==> src/cls_pkg.sv <==
package cls_pkg;

	localparam int TIME_W    = 32;
	localparam int CONFIRM_W = 16;
	localparam int COUNT_W   = 8;

	localparam logic [COUNT_W-1:0] COUNT_MAX = 8'd255;

	// reset values of the configuration registers (Q1.10 confidences)
	localparam int RST_ENTER   = 717;
	localparam int RST_EXIT    = 512;
	localparam int RST_HARD    = 922;
	localparam int RST_MARGIN  = 102;
	localparam int RST_CONFIRM = 1000;
	localparam int RST_RELEASE = 3;

	typedef enum logic [2:0] {
		CFG_ENTER   = 3'd0,
		CFG_EXIT    = 3'd1,
		CFG_HARD    = 3'd2,
		CFG_MARGIN  = 3'd3,
		CFG_CONFIRM = 3'd4,
		CFG_RELEASE = 3'd5
	} cfg_idx_t;

	typedef enum logic {
		ACT_CLASSIFY = 1'b0,
		ACT_CLEAR    = 1'b1
	} action_t;

	// control from the pipeline to the state update
	typedef struct packed {
		logic fire;
		logic clear;
		logic ready;
	} upd_ctl_t;

endpackage

==> src/class_label_stabilizer.sv <==
// channel  | dir | handshake              | payload
// s_axis   | in  | s_axis_tvalid/tready   | tuser: action; tdata: frame fields
// m_axis   | out | m_axis_tvalid/tready   | tdata: stable and live labels
// cfg      | in  | cfg_we                 | cfg_index, cfg_data, no read-back
//
// One item per cycle while m_axis_tready is high. Input register, then the
// compare-and-update logic writes the state and the result register together.
// The input register keeps taking items while a result waits, until both stages
// are full; m_axis_tready low stalls both stages.
// arst_n clears the label state and restores the register defaults.
module class_label_stabilizer #(
	parameter int CLASS_BITS = 6,
	parameter int CONF_BITS = 10
) (
	input  logic                  clk,
	input  logic                  arst_n,
	input  logic                  s_axis_tvalid,
	output logic                  s_axis_tready,
	// model_ready, class_index, is_sign_class, confidence, time_ms
	input  logic [((CLASS_BITS+CONF_BITS+35)+7)/8*8-1:0] s_axis_tdata,
	// action
	input  logic                  s_axis_tuser,
	output logic                  m_axis_tvalid,
	input  logic                  m_axis_tready,
	// stable_valid, stable_class, stable_confidence, live_valid, live_class
	output logic [((2*CLASS_BITS+CONF_BITS+3)+7)/8*8-1:0] m_axis_tdata,
	input  logic                  cfg_we,
	input  logic [2:0]            cfg_index,
	input  logic [((CONF_BITS+1 > 16) ? CONF_BITS+1 : 16)-1:0] cfg_data
);

	localparam int CW    = CONF_BITS + 1;
	localparam int TW    = cls_pkg::TIME_W;
	localparam int CFG_W = (CW > 16) ? CW : 16;
	localparam int OUT_R = 2 * CLASS_BITS + CONF_BITS + 3;
	localparam int OUT_W = (OUT_R + 7) / 8 * 8;
	localparam int O_CLS  = 1;
	localparam int O_SIGN = O_CLS + CLASS_BITS;
	localparam int O_CONF = O_SIGN + 1;
	localparam int O_TIME = O_CONF + CW;

	logic                     s1_valid;
	logic                     action_s1, ready_s1, sign_s1;
	logic [CLASS_BITS-1:0]    class_s1;
	logic [CW-1:0]            conf_s1;
	logic [TW-1:0]            time_s1;

	logic                     out_valid_q;
	logic [OUT_R-1:0]         out_data_q;

	logic                     out_adv, fire;
	cls_pkg::upd_ctl_t        ctl;

	logic [CW-1:0]                    enter_th, exit_th, hard_th, margin;
	logic [cls_pkg::CONFIRM_W-1:0]    confirm_ms;
	logic [cls_pkg::COUNT_W-1:0]      release_frames;

	logic                     st_valid, lv_valid;
	logic [CLASS_BITS-1:0]    st_class, lv_class;
	logic [CW-1:0]            st_conf;

	assign out_adv       = !out_valid_q || m_axis_tready;
	assign fire          = s1_valid && out_adv;
	assign s_axis_tready = !s1_valid || out_adv;

	always_ff @(posedge clk or negedge arst_n) begin
		if (!arst_n) begin
			s1_valid <= 1'b0;
		end else if (s_axis_tready) begin
			s1_valid <= s_axis_tvalid;
		end
	end

	always_ff @(posedge clk) begin
		if (s_axis_tvalid && s_axis_tready) begin
			action_s1 <= s_axis_tuser;
			ready_s1  <= s_axis_tdata[0];
			class_s1  <= s_axis_tdata[O_CLS +: CLASS_BITS];
			sign_s1   <= s_axis_tdata[O_SIGN];
			conf_s1   <= s_axis_tdata[O_CONF +: CW];
			time_s1   <= s_axis_tdata[O_TIME +: TW];
		end
	end

	assign ctl.fire  = fire;
	assign ctl.clear = (action_s1 == cls_pkg::ACT_CLEAR);
	assign ctl.ready = ready_s1;

	cls_cfg #(
		.CONF_BITS (CONF_BITS),
		.CFG_W     (CFG_W)
	) u_cfg (
		.clk                      (clk),
		.arst_n                   (arst_n),
		.cfg_we                   (cfg_we),
		.cfg_index                (cfg_index),
		.cfg_data                 (cfg_data),
		.enter_threshold          (enter_th),
		.exit_threshold           (exit_th),
		.hard_switch_threshold    (hard_th),
		.switch_margin            (margin),
		.confirm_time_ms          (confirm_ms),
		.uncertain_release_frames (release_frames)
	);

	cls_update #(
		.CLASS_BITS (CLASS_BITS),
		.CONF_BITS  (CONF_BITS)
	) u_update (
		.clk                      (clk),
		.arst_n                   (arst_n),
		.ctl                      (ctl),
		.class_index              (class_s1),
		.is_sign_class            (sign_s1),
		.confidence               (conf_s1),
		.time_ms                  (time_s1),
		.enter_threshold          (enter_th),
		.exit_threshold           (exit_th),
		.hard_switch_threshold    (hard_th),
		.switch_margin            (margin),
		.confirm_time_ms          (confirm_ms),
		.uncertain_release_frames (release_frames),
		.stable_valid             (st_valid),
		.stable_class             (st_class),
		.stable_confidence        (st_conf),
		.live_valid               (lv_valid),
		.live_class               (lv_class)
	);

	always_ff @(posedge clk or negedge arst_n) begin
		if (!arst_n) begin
			out_valid_q <= 1'b0;
		end else if (out_adv) begin
			out_valid_q <= s1_valid;
		end
	end

	always_ff @(posedge clk) begin
		if (fire)
			out_data_q <= {lv_class, lv_valid, st_conf, st_class, st_valid};
	end

	assign m_axis_tvalid = out_valid_q;
	assign m_axis_tdata  = OUT_W'(out_data_q);

endmodule

==> src/cls_cfg.sv <==
module cls_cfg #(
	parameter int CONF_BITS = 10,
	parameter int CFG_W = 16
) (
	input  logic                            clk,
	input  logic                            arst_n,
	input  logic                            cfg_we,
	input  logic [2:0]                      cfg_index,
	input  logic [CFG_W-1:0]                cfg_data,
	output logic [CONF_BITS:0]              enter_threshold,
	output logic [CONF_BITS:0]              exit_threshold,
	output logic [CONF_BITS:0]              hard_switch_threshold,
	output logic [CONF_BITS:0]              switch_margin,
	output logic [cls_pkg::CONFIRM_W-1:0]   confirm_time_ms,
	output logic [cls_pkg::COUNT_W-1:0]     uncertain_release_frames
);

	localparam int CW = CONF_BITS + 1;

	logic [CW-1:0]                    enter_q, exit_q, hard_q, margin_q;
	logic [cls_pkg::CONFIRM_W-1:0]    confirm_q;
	logic [cls_pkg::COUNT_W-1:0]      release_q;

	always_ff @(posedge clk or negedge arst_n) begin
		if (!arst_n) begin
			enter_q   <= CW'(cls_pkg::RST_ENTER);
			exit_q    <= CW'(cls_pkg::RST_EXIT);
			hard_q    <= CW'(cls_pkg::RST_HARD);
			margin_q  <= CW'(cls_pkg::RST_MARGIN);
			confirm_q <= cls_pkg::CONFIRM_W'(cls_pkg::RST_CONFIRM);
			release_q <= cls_pkg::COUNT_W'(cls_pkg::RST_RELEASE);
		end else if (cfg_we) begin
			unique case (cfg_index)
				cls_pkg::CFG_ENTER:   enter_q   <= cfg_data[CW-1:0];
				cls_pkg::CFG_EXIT:    exit_q    <= cfg_data[CW-1:0];
				cls_pkg::CFG_HARD:    hard_q    <= cfg_data[CW-1:0];
				cls_pkg::CFG_MARGIN:  margin_q  <= cfg_data[CW-1:0];
				cls_pkg::CFG_CONFIRM: confirm_q <= cfg_data[cls_pkg::CONFIRM_W-1:0];
				cls_pkg::CFG_RELEASE: release_q <= cfg_data[cls_pkg::COUNT_W-1:0];
				default: ;
			endcase
		end
	end

	assign enter_threshold          = enter_q;
	assign exit_threshold           = exit_q;
	assign hard_switch_threshold    = hard_q;
	assign switch_margin            = margin_q;
	assign confirm_time_ms          = confirm_q;
	assign uncertain_release_frames = release_q;

endmodule

==> src/cls_update.sv <==
module cls_update #(
	parameter int CLASS_BITS = 6,
	parameter int CONF_BITS = 10
) (
	input  logic                          clk,
	input  logic                          arst_n,
	input  cls_pkg::upd_ctl_t             ctl,
	input  logic [CLASS_BITS-1:0]         class_index,
	input  logic                          is_sign_class,
	input  logic [CONF_BITS:0]            confidence,
	input  logic [cls_pkg::TIME_W-1:0]    time_ms,
	input  logic [CONF_BITS:0]            enter_threshold,
	input  logic [CONF_BITS:0]            exit_threshold,
	input  logic [CONF_BITS:0]            hard_switch_threshold,
	input  logic [CONF_BITS:0]            switch_margin,
	input  logic [cls_pkg::CONFIRM_W-1:0] confirm_time_ms,
	input  logic [cls_pkg::COUNT_W-1:0]   uncertain_release_frames,
	// state after this item, for the result register
	output logic                          stable_valid,
	output logic [CLASS_BITS-1:0]         stable_class,
	output logic [CONF_BITS:0]            stable_confidence,
	output logic                          live_valid,
	output logic [CLASS_BITS-1:0]         live_class
);

	localparam int CW = CONF_BITS + 1;
	localparam int TW = cls_pkg::TIME_W;
	localparam int NW = cls_pkg::COUNT_W;

	logic                  lv_q, cv_q, sv_q;
	logic [CLASS_BITS-1:0] lc_q, cc_q, sc_q;
	logic [CW-1:0]         lconf_q;
	logic [TW-1:0]         cs_q;
	logic [NW-1:0]         uc_q;

	logic                  lv_n, cv_n, sv_n;
	logic [CLASS_BITS-1:0] lc_n, cc_n, sc_n;
	logic [CW-1:0]         lconf_n;
	logic [TW-1:0]         cs_n;
	logic [NW-1:0]         uc_n;

	logic                  cand, switch_ok, rel, do_conf;
	logic [CW:0]           margin_sum;
	logic [TW-1:0]         elapsed;

	assign margin_sum = {1'b0, lconf_q} + {1'b0, switch_margin};

	always_comb begin
		lv_n    = lv_q;
		lc_n    = lc_q;
		lconf_n = lconf_q;
		cv_n    = cv_q;
		cc_n    = cc_q;
		cs_n    = cs_q;
		uc_n    = uc_q;
		sv_n    = sv_q;
		sc_n    = sc_q;
		rel     = 1'b0;
		do_conf = 1'b0;
		elapsed = '0;

		cand      = is_sign_class && (confidence >= enter_threshold);
		switch_ok = (confidence >= hard_switch_threshold) ||
			({1'b0, confidence} >= margin_sum);

		if (ctl.clear) begin
			lv_n    = 1'b0;
			lc_n    = '0;
			lconf_n = '0;
			cv_n    = 1'b0;
			cc_n    = '0;
			cs_n    = '0;
			uc_n    = '0;
			sv_n    = 1'b0;
			sc_n    = '0;
		end else if (ctl.ready) begin
			if (lv_q && !is_sign_class) begin
				if (uc_q != cls_pkg::COUNT_MAX)
					uc_n = uc_q + NW'(1);
			end else begin
				uc_n = '0;
			end

			rel = lv_q && ((uc_n >= uncertain_release_frames) ||
				(confidence < exit_threshold));
			if (rel) begin
				lv_n    = 1'b0;
				lc_n    = '0;
				lconf_n = '0;
				cv_n    = 1'b0;
				cc_n    = '0;
				cs_n    = '0;
				uc_n    = '0;
			end

			if (!lv_n) begin
				if (cand)
					do_conf = 1'b1;
			end else if (is_sign_class && class_index == lc_q) begin
				lconf_n = confidence;
			end else if (cand && switch_ok) begin
				do_conf = 1'b1;
			end

			if (do_conf) begin
				if (!(cv_n && cc_n == class_index)) begin
					cv_n = 1'b1;
					cc_n = class_index;
					cs_n = time_ms;
				end
				// wrapping elapsed time since the candidate first showed up
				elapsed = time_ms - cs_n;
				if (elapsed >= TW'(confirm_time_ms)) begin
					lv_n    = 1'b1;
					lc_n    = cc_n;
					lconf_n = confidence;
					uc_n    = '0;
				end
			end else begin
				cv_n = 1'b0;
				cc_n = '0;
				cs_n = '0;
			end

			sv_n = is_sign_class && (confidence >= exit_threshold);
			sc_n = sv_n ? class_index : '0;
		end
	end

	always_ff @(posedge clk or negedge arst_n) begin
		if (!arst_n) begin
			lv_q    <= 1'b0;
			lc_q    <= '0;
			lconf_q <= '0;
			cv_q    <= 1'b0;
			cc_q    <= '0;
			cs_q    <= '0;
			uc_q    <= '0;
			sv_q    <= 1'b0;
			sc_q    <= '0;
		end else if (ctl.fire) begin
			lv_q    <= lv_n;
			lc_q    <= lc_n;
			lconf_q <= lconf_n;
			cv_q    <= cv_n;
			cc_q    <= cc_n;
			cs_q    <= cs_n;
			uc_q    <= uc_n;
			sv_q    <= sv_n;
			sc_q    <= sc_n;
		end
	end

	assign stable_valid      = lv_n;
	assign stable_class      = lv_n ? lc_n : '0;
	assign stable_confidence = lv_n ? lconf_n : '0;
	assign live_valid        = sv_n;
	assign live_class        = sv_n ? sc_n : '0;

`ifndef SYNTHESIS
	a_clear_empties: assert property (@(posedge clk) disable iff (!arst_n)
		ctl.fire && ctl.clear |=> !lv_q && !sv_q && !cv_q && uc_q == '0)
		else $error("clear item left state behind");

	a_idle_latch_zero: assert property (@(posedge clk) disable iff (!arst_n)
		!lv_q |-> lc_q == '0 && lconf_q == '0)
		else $error("released latch holds class or confidence");

	a_count_needs_latch: assert property (@(posedge clk) disable iff (!arst_n)
		uc_q != '0 |-> lv_q)
		else $error("uncertain count running with no latched sign");

	a_hold_without_fire: assert property (@(posedge clk) disable iff (!arst_n)
		!ctl.fire |=> $stable(lv_q) && $stable(cs_q) && $stable(uc_q))
		else $error("state moved with no item");
`endif

endmodule
==> config.mk <==
export PLATFORM = sky130hd
export DESIGN_NAME = class_label_stabilizer
export DESIGN_NICKNAME = d
export VERILOG_FILES = /design/src/cls_pkg.sv /design/src/class_label_stabilizer.sv /design/src/cls_cfg.sv /design/src/cls_update.sv
export SDC_FILE = /design/constraint.sdc
export NUM_CORES = 1
export LEC_CHECK = 0
export CAP_MARGIN = 0
export CELL_PAD_IN_SITES_DETAIL_PLACEMENT = 0
export CELL_PAD_IN_SITES_GLOBAL_PLACEMENT = 1
export CORE_UTILIZATION = 57
export CTS_BUF_LIST = sky130_fd_sc_hd__clkbuf_2
export DETAILED_ROUTE_END_ITERATION = 8
export DONT_BUFFER_PORTS = 1
export PLACE_DENSITY_LB_ADDON = 0.1
export SLEW_MARGIN = 10
export SYNTH_ARGS = -nofsm -noshare
export SYNTH_HDL_FRONTEND = slang
export SYNTH_SLANG_ARGS = --single-unit
==> constraint.sdc <==
create_clock -name clk -period 19.09 [get_ports clk]
set_clock_uncertainty 0.05 [all_clocks]
set_input_delay 3.818 -clock clk [delete_from_list [all_inputs] [get_ports clk]]
set_output_delay 3.818 -clock clk [all_outputs]
set_load 0.02 [all_outputs]
==> results of run 1 <==
==> through the flow <==
| stage | utilization | hold slack, ns |
|---|---|---|
| floorplan | - | 0.3916 |
| global placement | 0.5983 | 0.4012 |
| detailed placement | 0.5983 | 0.4136 |
| CTS | 0.6217 | 0.4311 |
| global route | 0.6218 | 0.4418 |
| finish | 0.6218 | 0.4257 |
==> routing by layer <==
| metal | vias to the layer above | part of all wire | wire [um] |
|---|---|---|---|
| li1 | 4720 | - | - |
| met1 | 4526 | 0.44 | 13100 |
| met2 | 280 | 0.48 | 14000 |
| met3 | 73 | 0.048 | 1419 |
| met4 | 0 | 0.032 | 946 |
| met5 | - | 0 | 0 |
==> sequential cells by signal, indices dropped and copies added (netlist names), 8 cells and up <==
register / flops
conf_s1: 11
out_data_q: 25
time_s1: 32
u_cfg.confirm_time_ms: 16
u_cfg.enter_threshold: 11
u_cfg.exit_threshold: 11
u_cfg.hard_switch_threshold: 11
u_cfg.switch_margin: 11
u_cfg.uncertain_release_frames: 8
u_update.cs_q: 32
u_update.lconf_q: 11
u_update.uc_q: 8
==> critical path, delay by kind of cell, from the launching register on <==
family | cells | cell delay (ns)
compound gates | 16 | 4.34
xor+xnor | 1 | 0.17
fa+ha+maj | 5 | 1.48
buf+inv | 3 | 0.67
flops | 1 | 0.44
mux | 1 | 0.34
simple gates | 9 | 1.79
==> how the worst max path moves through the flow <==
| stage | startpoint | end | slack, ns | depth (start not counted) |
|---|---|---|---|---|
| CTS | u_update.uc_q[0]$_DFFE_PN0P_ | out_data_q[9]$_SDFFCE_PN0P_ | 9.58 | 35 |
| finish | u_update.uc_q[0]$_DFFE_PN0P_ | out_data_q[8]$_SDFFCE_PN0P_ | 9.51 | 35 |
| global placement | u_update.uc_q[0]$_DFFE_PN0P_ | out_data_q[10]$_SDFFCE_PN0P_ | 9.72 | 35 |
| global route | u_update.uc_q[0]$_DFFE_PN0P_ | out_data_q[8]$_SDFFCE_PN0P_ | 8.96 | 35 |
| detailed placement | u_update.uc_q[0]$_DFFE_PN0P_ | out_data_q[10]$_SDFFCE_PN0P_ | 9.61 | 35 |
| floorplan | m_axis_tready | s_axis_tready | 11.13 | 1 |
==> logic make-up after synthesis <==
group                      Yosys count  synth area share
adders and majority gates          113            0.1103
buffers and inverters              125           0.04085
other                                1         0.0002894
xor gates and xnor gates            41           0.02771
and+or+nand+nor                    335            0.1307
muxes                               57           0.04635
DFF                                219            0.4551
AOI/OAI and AO/OA                  366            0.1887
==> cell usage in the layout, fill, tap and decap left out, types with 15 or more instances in the layout <==
cell	n
edfxtp_1	77
dfstp_2	25
ha_1	111
a21oi_1	54
mux2_2	24
a31oi_1	23
xor2_1	22
nand2b_1	20
dfrtp_1	117
clkbuf_2	91
inv_1	69
nand2_1	125
nor2b_1	16
a21o_1	34
o21ai_0	118
a22o_1	37
mux2i_1	33
nand3_1	45
nor2_1	37
nand4_1	15
xnor2_1	19
==> power groups by stage <==
| stage | clock [mW] | sequential [mW] | combinational [mW] |
|---|---|---|---|
| 6_report | 0.319 | 0.584 | 0.275 |
| 5_1_grt | 0.354 | 0.590 | 0.314 |
| 4_1_cts | 0.331 | 0.584 | 0.276 |
| 3_5_place_dp | 0 | 0.594 | 0.274 |
| 3_3_place_gp | 0 | 0.592 | 0.267 |
| 2_1_floorplan | 0 | 0.581 | 0.218 |
==> area by class of cell <==
class / count / area (um^2) / area share
multi-input combinational: 919 / 6589 / 0.4811
sequential: 219 / 5897 / 0.4306
clock buffer: 91 / 455.4 / 0.03325
tap: 280 / 350.3 / 0.02558
inverter: 69 / 259.0 / 0.01891
timing repair buffer: 11 / 82.58 / 0.006030
clock inverter: 14 / 60.06 / 0.004385
antenna: 1 / 2.502 / 0.0001827
==> flow_metrics.tcl, run 1 <==
set metrics [dict create \
    path_clk_slew_ns 0.11 \
    grt_use_total 0.2585 \
    initial_core_util 0.5883 \
    critical_path.max_fanout 33 \
    min_to "m_axis_tvalid$_DFFE_PN0P_" \
    hp-class "register to register" \
    via_per_inst 5.984 \
    critPathRequiredTime_ns 19.59 \
    cts_max_level 2 \
    dp_slack_ns 9.606 \
    power_frac_seq 0.496 \
    hold_start "s1_valid$_DFFE_PN0N_" \
    n_fill_cell 1941 \
    row_count 54 \
    avgSynthCellArea_um2 10.31 \
    ys_types 81 \
    critPathSlowestCell "o32a_1" \
    yosys.area.top_type "dfrtp_1" \
    leakage_nw 6.146 \
    p_int_uw 792.2 \
    antenna_found_initial 1 \
    hold_viol 0 \
    grt_busiest_layer "met2" \
    yosysMostFrequentCell "nand2_1" \
    grt.overflow.total 0 \
    cp_slowest_stage_delay_ns 0.73 \
    grt_use_met3 0.04295 \
    finalSetupTns_ns 0 \
    outcome "finished, violations left" \
    cts.sinks 219 \
    post-route-period-util 0.5016 \
    dr.pass1.iters 9 \
    startpoint_type "register" \
    total_power_mw 1.177 \
    holdPathStages 1 \
    placed_area_um2 13180 \
    cts_buffers 56 \
    drv_slew 0 \
    clk_latency_ns 0.86 \
    area_delta_synth_final_pct 5.697 \
    fin_ws_ns 9.515 \
    cts_setup_buffers 0 \
    placed_cells 1498 \
    grt_use_met1 0.3415 \
    layout.cells.non_filler 1604 \
    rrSetupSlack_ns 9.51 \
    comb_power_share 0.234 \
    finalSetupViolations 0 \
    cts_tree "done" \
    ys_seq_area_frac 0.4551 \
    r2r-end "out_data_q[8]$_SDFFCE_PN0P_" \
    rsz0062_at_grt "false" \
    grt_max_degree 143 \
    async_reset_ff_frac 0.6484 \
    drive_above_1_share 0.1361 \
    failed_checks "DRC" \
    cap_violations 0 \
    p_per_area_nw_per_um2 85.95 \
    grt_pass1_wl_um 48050 \
    clockBufferDepth 3 \
    root_buffer "clkbuf_2" \
    synth_ff_type "dfrtp_1" \
    grt_pass1_vias 9248 \
    core_um2 22030 \
    drc_errors 2 \
    gp_congestion 0.8788 \
    syn_area_um2 12960 \
    drt-total-wl_um 29470 \
    netlist_instances 1257 \
    final_net_count 1470 \
    period_needed_ns 9.575 \
    die_height_um 152.8 \
    synth.top_cell.area_share 0.2260 \
    tightest_slew_ns 1.127 \
    r2r-start "u_update.uc_q[0]$_DFFE_PN0P_" \
    port_buffers 0 \
    vias 9599 \
    cts_hold_buf 0 \
    crit_type "register to register" \
    fin_area_um2 13700 \
    cts_resized 0 \
    p_switching_uw 384.9 \
    dpl.hpwl_um 20690 \
    synth_top_cells_by_area "dfrtp_1, edfxtp_1, ha_1" \
    fp.dieW_um 152.8 \
    arrival_ns 10.08 \
    switching_share 0.3270 \
    gr-usage-met2 0.4229 \
    drt-initial-drc-count 460 \
    synth_edf_count 77 \
    avgRoutedWirePerCell_um 18.37 \
    clkPwrFrac 0.271 \
    top_level_ports 115 \
    slew_headroom 0.2430 \
    fmax_ghz 0.1044 \
    ir_drop_mv 0.05138 \
    ys_top_cells_by_count "nand2_1, o21ai_0, dfrtp_1, ha_1, edfxtp_1" \
    reg2reg_depth 35 \
    ant_nets 0 \
    yosysWarnings 0 \
    end_kind "register" \
    dieArea_um2 23340 \
    synth-seq-cells 219 \
]
Power figures use the tool's default switching activity.
==> inputs of run 2 (changes only) <==
--- a/config.mk
+++ b/config.mk
@@ -8,7 +8,7 @@
 export CAP_MARGIN = 0
 export CELL_PAD_IN_SITES_DETAIL_PLACEMENT = 0
 export CELL_PAD_IN_SITES_GLOBAL_PLACEMENT = 1
-export CORE_UTILIZATION = 57
+export CORE_UTILIZATION = 48
 export CTS_BUF_LIST = sky130_fd_sc_hd__clkbuf_2
 export DETAILED_ROUTE_END_ITERATION = 8
 export DONT_BUFFER_PORTS = 1
==> constraint.sdc (replaced) <==
create_clock -name clk -period 8.7 [get_ports clk]
set_clock_uncertainty 0.05 [all_clocks]
set_input_delay 1.74 -clock clk [delete_from_list [all_inputs] [get_ports clk]]
set_output_delay 1.74 -clock clk [all_outputs]
set_load 0.02 [all_outputs]
==> flow_metrics.tcl, run 2 (same netlist as run 1, synthesis figures left out) <==
set metrics [dict create \
    outcome "finished, violations left" \
    failed_checks "DRC" \
    grt.overflow.total 0 \
    critPathRequiredTime_ns 9.23 \
    rsz0062_at_grt "false" \
    vias 9587 \
    dieArea_um2 27660 \
    ir_drop_mv 0.09388 \
    finalSetupViolations 0 \
    crit_type "register to register" \
    clk_latency_ns 0.87 \
    layout_commonest_cell "nand2_1" \
    min_to "m_axis_tvalid$_DFFE_PN0P_" \
    r2r-end "out_data_q[9]$_SDFFCE_PN0P_" \
    critPathTopFamily "compound AO/OA/AOI/OAI gates" \
    clockBufferDepth 3 \
    gp_congestion 0.8604 \
    arrival_ns 8.55 \
    post-route-period-util 0.9210 \
    initial_core_util 0.4930 \
    slew_headroom 0.3040 \
    finalSetupTns_ns 0 \
    hold_start "s1_valid$_DFFE_PN0N_" \
    drt-initial-drc-count 496 \
    cp_common_cell "a21oi_1" \
    drc_errors 7 \
    end_kind "register" \
    grt_pass1_wl_um 50760 \
    fmax_ghz 0.1248 \
    row_count 59 \
    rrSetupSlack_ns 0.69 \
    final_cell_mix "nand2_1, o21ai_0, dfrtp_1, ha_1, clkbuf_2" \
    holdPathStages 1 \
    layout_top_registers "time_s1 x32, u_update.cs_q x32, out_data_q x25" \
    port_buffers 0 \
    reg2reg_depth 36 \
    ant_nets 0 \
    cts_max_level 2 \
    core_um2 26280 \
    worstPathBufferInverterCount 2 \
    final_net_count 1482 \
    tightest_slew_ns 1.038 \
    leakage_nw 6.212 \
    path_clk_slew_ns 0.10 \
    hp-class "register to register" \
    die_height_um 166.3 \
    antenna_found_initial 1 \
    cts.sinks 219 \
    critical_path.max_fanout 32 \
    cts_tree "done" \
    startpoint_type "register" \
    fin_ws_ns 0.6872 \
    grt_pass1_vias 9431 \
    hold_viol 0 \
    dpl.hpwl_um 21830 \
    p_per_area_nw_per_um2 190.8 \
    dp_slack_ns 0.1082 \
    cap_violations 0 \
    period_needed_ns 8.013 \
    drt-total-wl_um 30970 \
    via_per_inst 5.730 \
    grt_max_degree 143 \
    r2r-start "u_update.uc_q[0]$_DFFE_PN0P_" \
    fp.dieW_um 166.3 \
    root_buffer "clkbuf_2" \
    avgRoutedWirePerCell_um 18.51 \
    critPathSlowestCell "a2111o_1" \
    top_level_ports 115 \
    area_delta_synth_final_pct 7.406 \
    drive_above_1_share 0.1437 \
    grt_use_total 0.2304 \
    cts_buffers 59 \
    cp_slowest_stage_delay_ns 0.46 \
    setup.worst_path.start "u_update.uc_q[0]$_DFFE_PN0P_" \
    drv_slew 0 \
    dr.pass1.iters 9 \
]
[run 2: worst max path at each step]
| stage | end | slack [ns] | cells past startpoint |
|---|---|---|---|
| 6_report | out_data_q[9]$_SDFFCE_PN0P_ | 0.69 | 36 |
| 5_1_grt | u_update.uc_q[4]$_DFFE_PN0P_ | 0.04 | 36 |
| 4_1_cts | u_update.lconf_q[9]$_DFFE_PN0P_ | 0.13 | 36 |
| 3_5_place_dp | out_data_q[7]$_SDFFCE_PN0P_ | 0.11 | 35 |
| 3_3_place_gp | out_data_q[7]$_SDFFCE_PN0P_ | 0.26 | 35 |
| 2_1_floorplan | out_data_q[10]$_SDFFCE_PN0P_ | 1.30 | 33 |
[run 2: what timing repair did]
| item | in CTS | in global routing |
|---|---|---|
| setup buffers | 0 | 3 |
| endpoints found under the setup margin | 0 | 38 |
| resized for setup | 0 | 6 |
| hold buffers | 0 | 0 |
[run 2: worst register-to-register path, delay by kind of cell, from the launching register on]
kind,cells,cell delay [ns]
multiplexers,1,0.28
AO/OA/AOI/OAI,17,3.58
AND/OR/NAND/NOR,11,1.64
adder cells (fa/ha/maj),4,1.15
XOR/XNOR,1,0.14
buffers and inverters,2,0.49
flip-flops,1,0.44
[run 2: per-layer routing]
metal	vias up	part of all wire	track usage
met4	0	0.024	0.08011
met3	55	0.042	0.04075
met1	4578	0.46	0.3051
met2	217	0.47	0.3812
li1	4737	-	-
met5	-	0	0
[run 2: per-stage QoR]
stage               hold slack, ns    util  instance area (um^2)  instances  power (mW)
finish                      0.4051  0.5296                 13920       1673       2.656
detailed placement          0.4131  0.5058                 13290       1559       1.911
global placement            0.4003  0.5058                 13290       1559       1.898
global route                0.4248  0.5296                 13920       1673       2.848
CTS                         0.4180  0.5277                 13870       1668       2.693
floorplan                   0.3916       -                 12980       1263       1.755
[run 2: cell type report]
cell class / count / area [um^2]
multi-input cells: 919 / 6608
inverters: 69 / 259.0
clock buffers: 88 / 440.4
clock inverters: 21 / 135.1
well taps: 335 / 419.2
flip-flops and latches: 219 / 5897
diodes: 2 / 5.005
fillers: 2454 / 12360
repair buffers: 20 / 153.9
[run 2: report_power, final]
group | leakage (nW) | switching, mW | internal [mW]
Sequential | 2.55 | 0.0775 | 1.20
Clock | 0.433 | 0.431 | 0.331
Combinational | 3.23 | 0.351 | 0.263
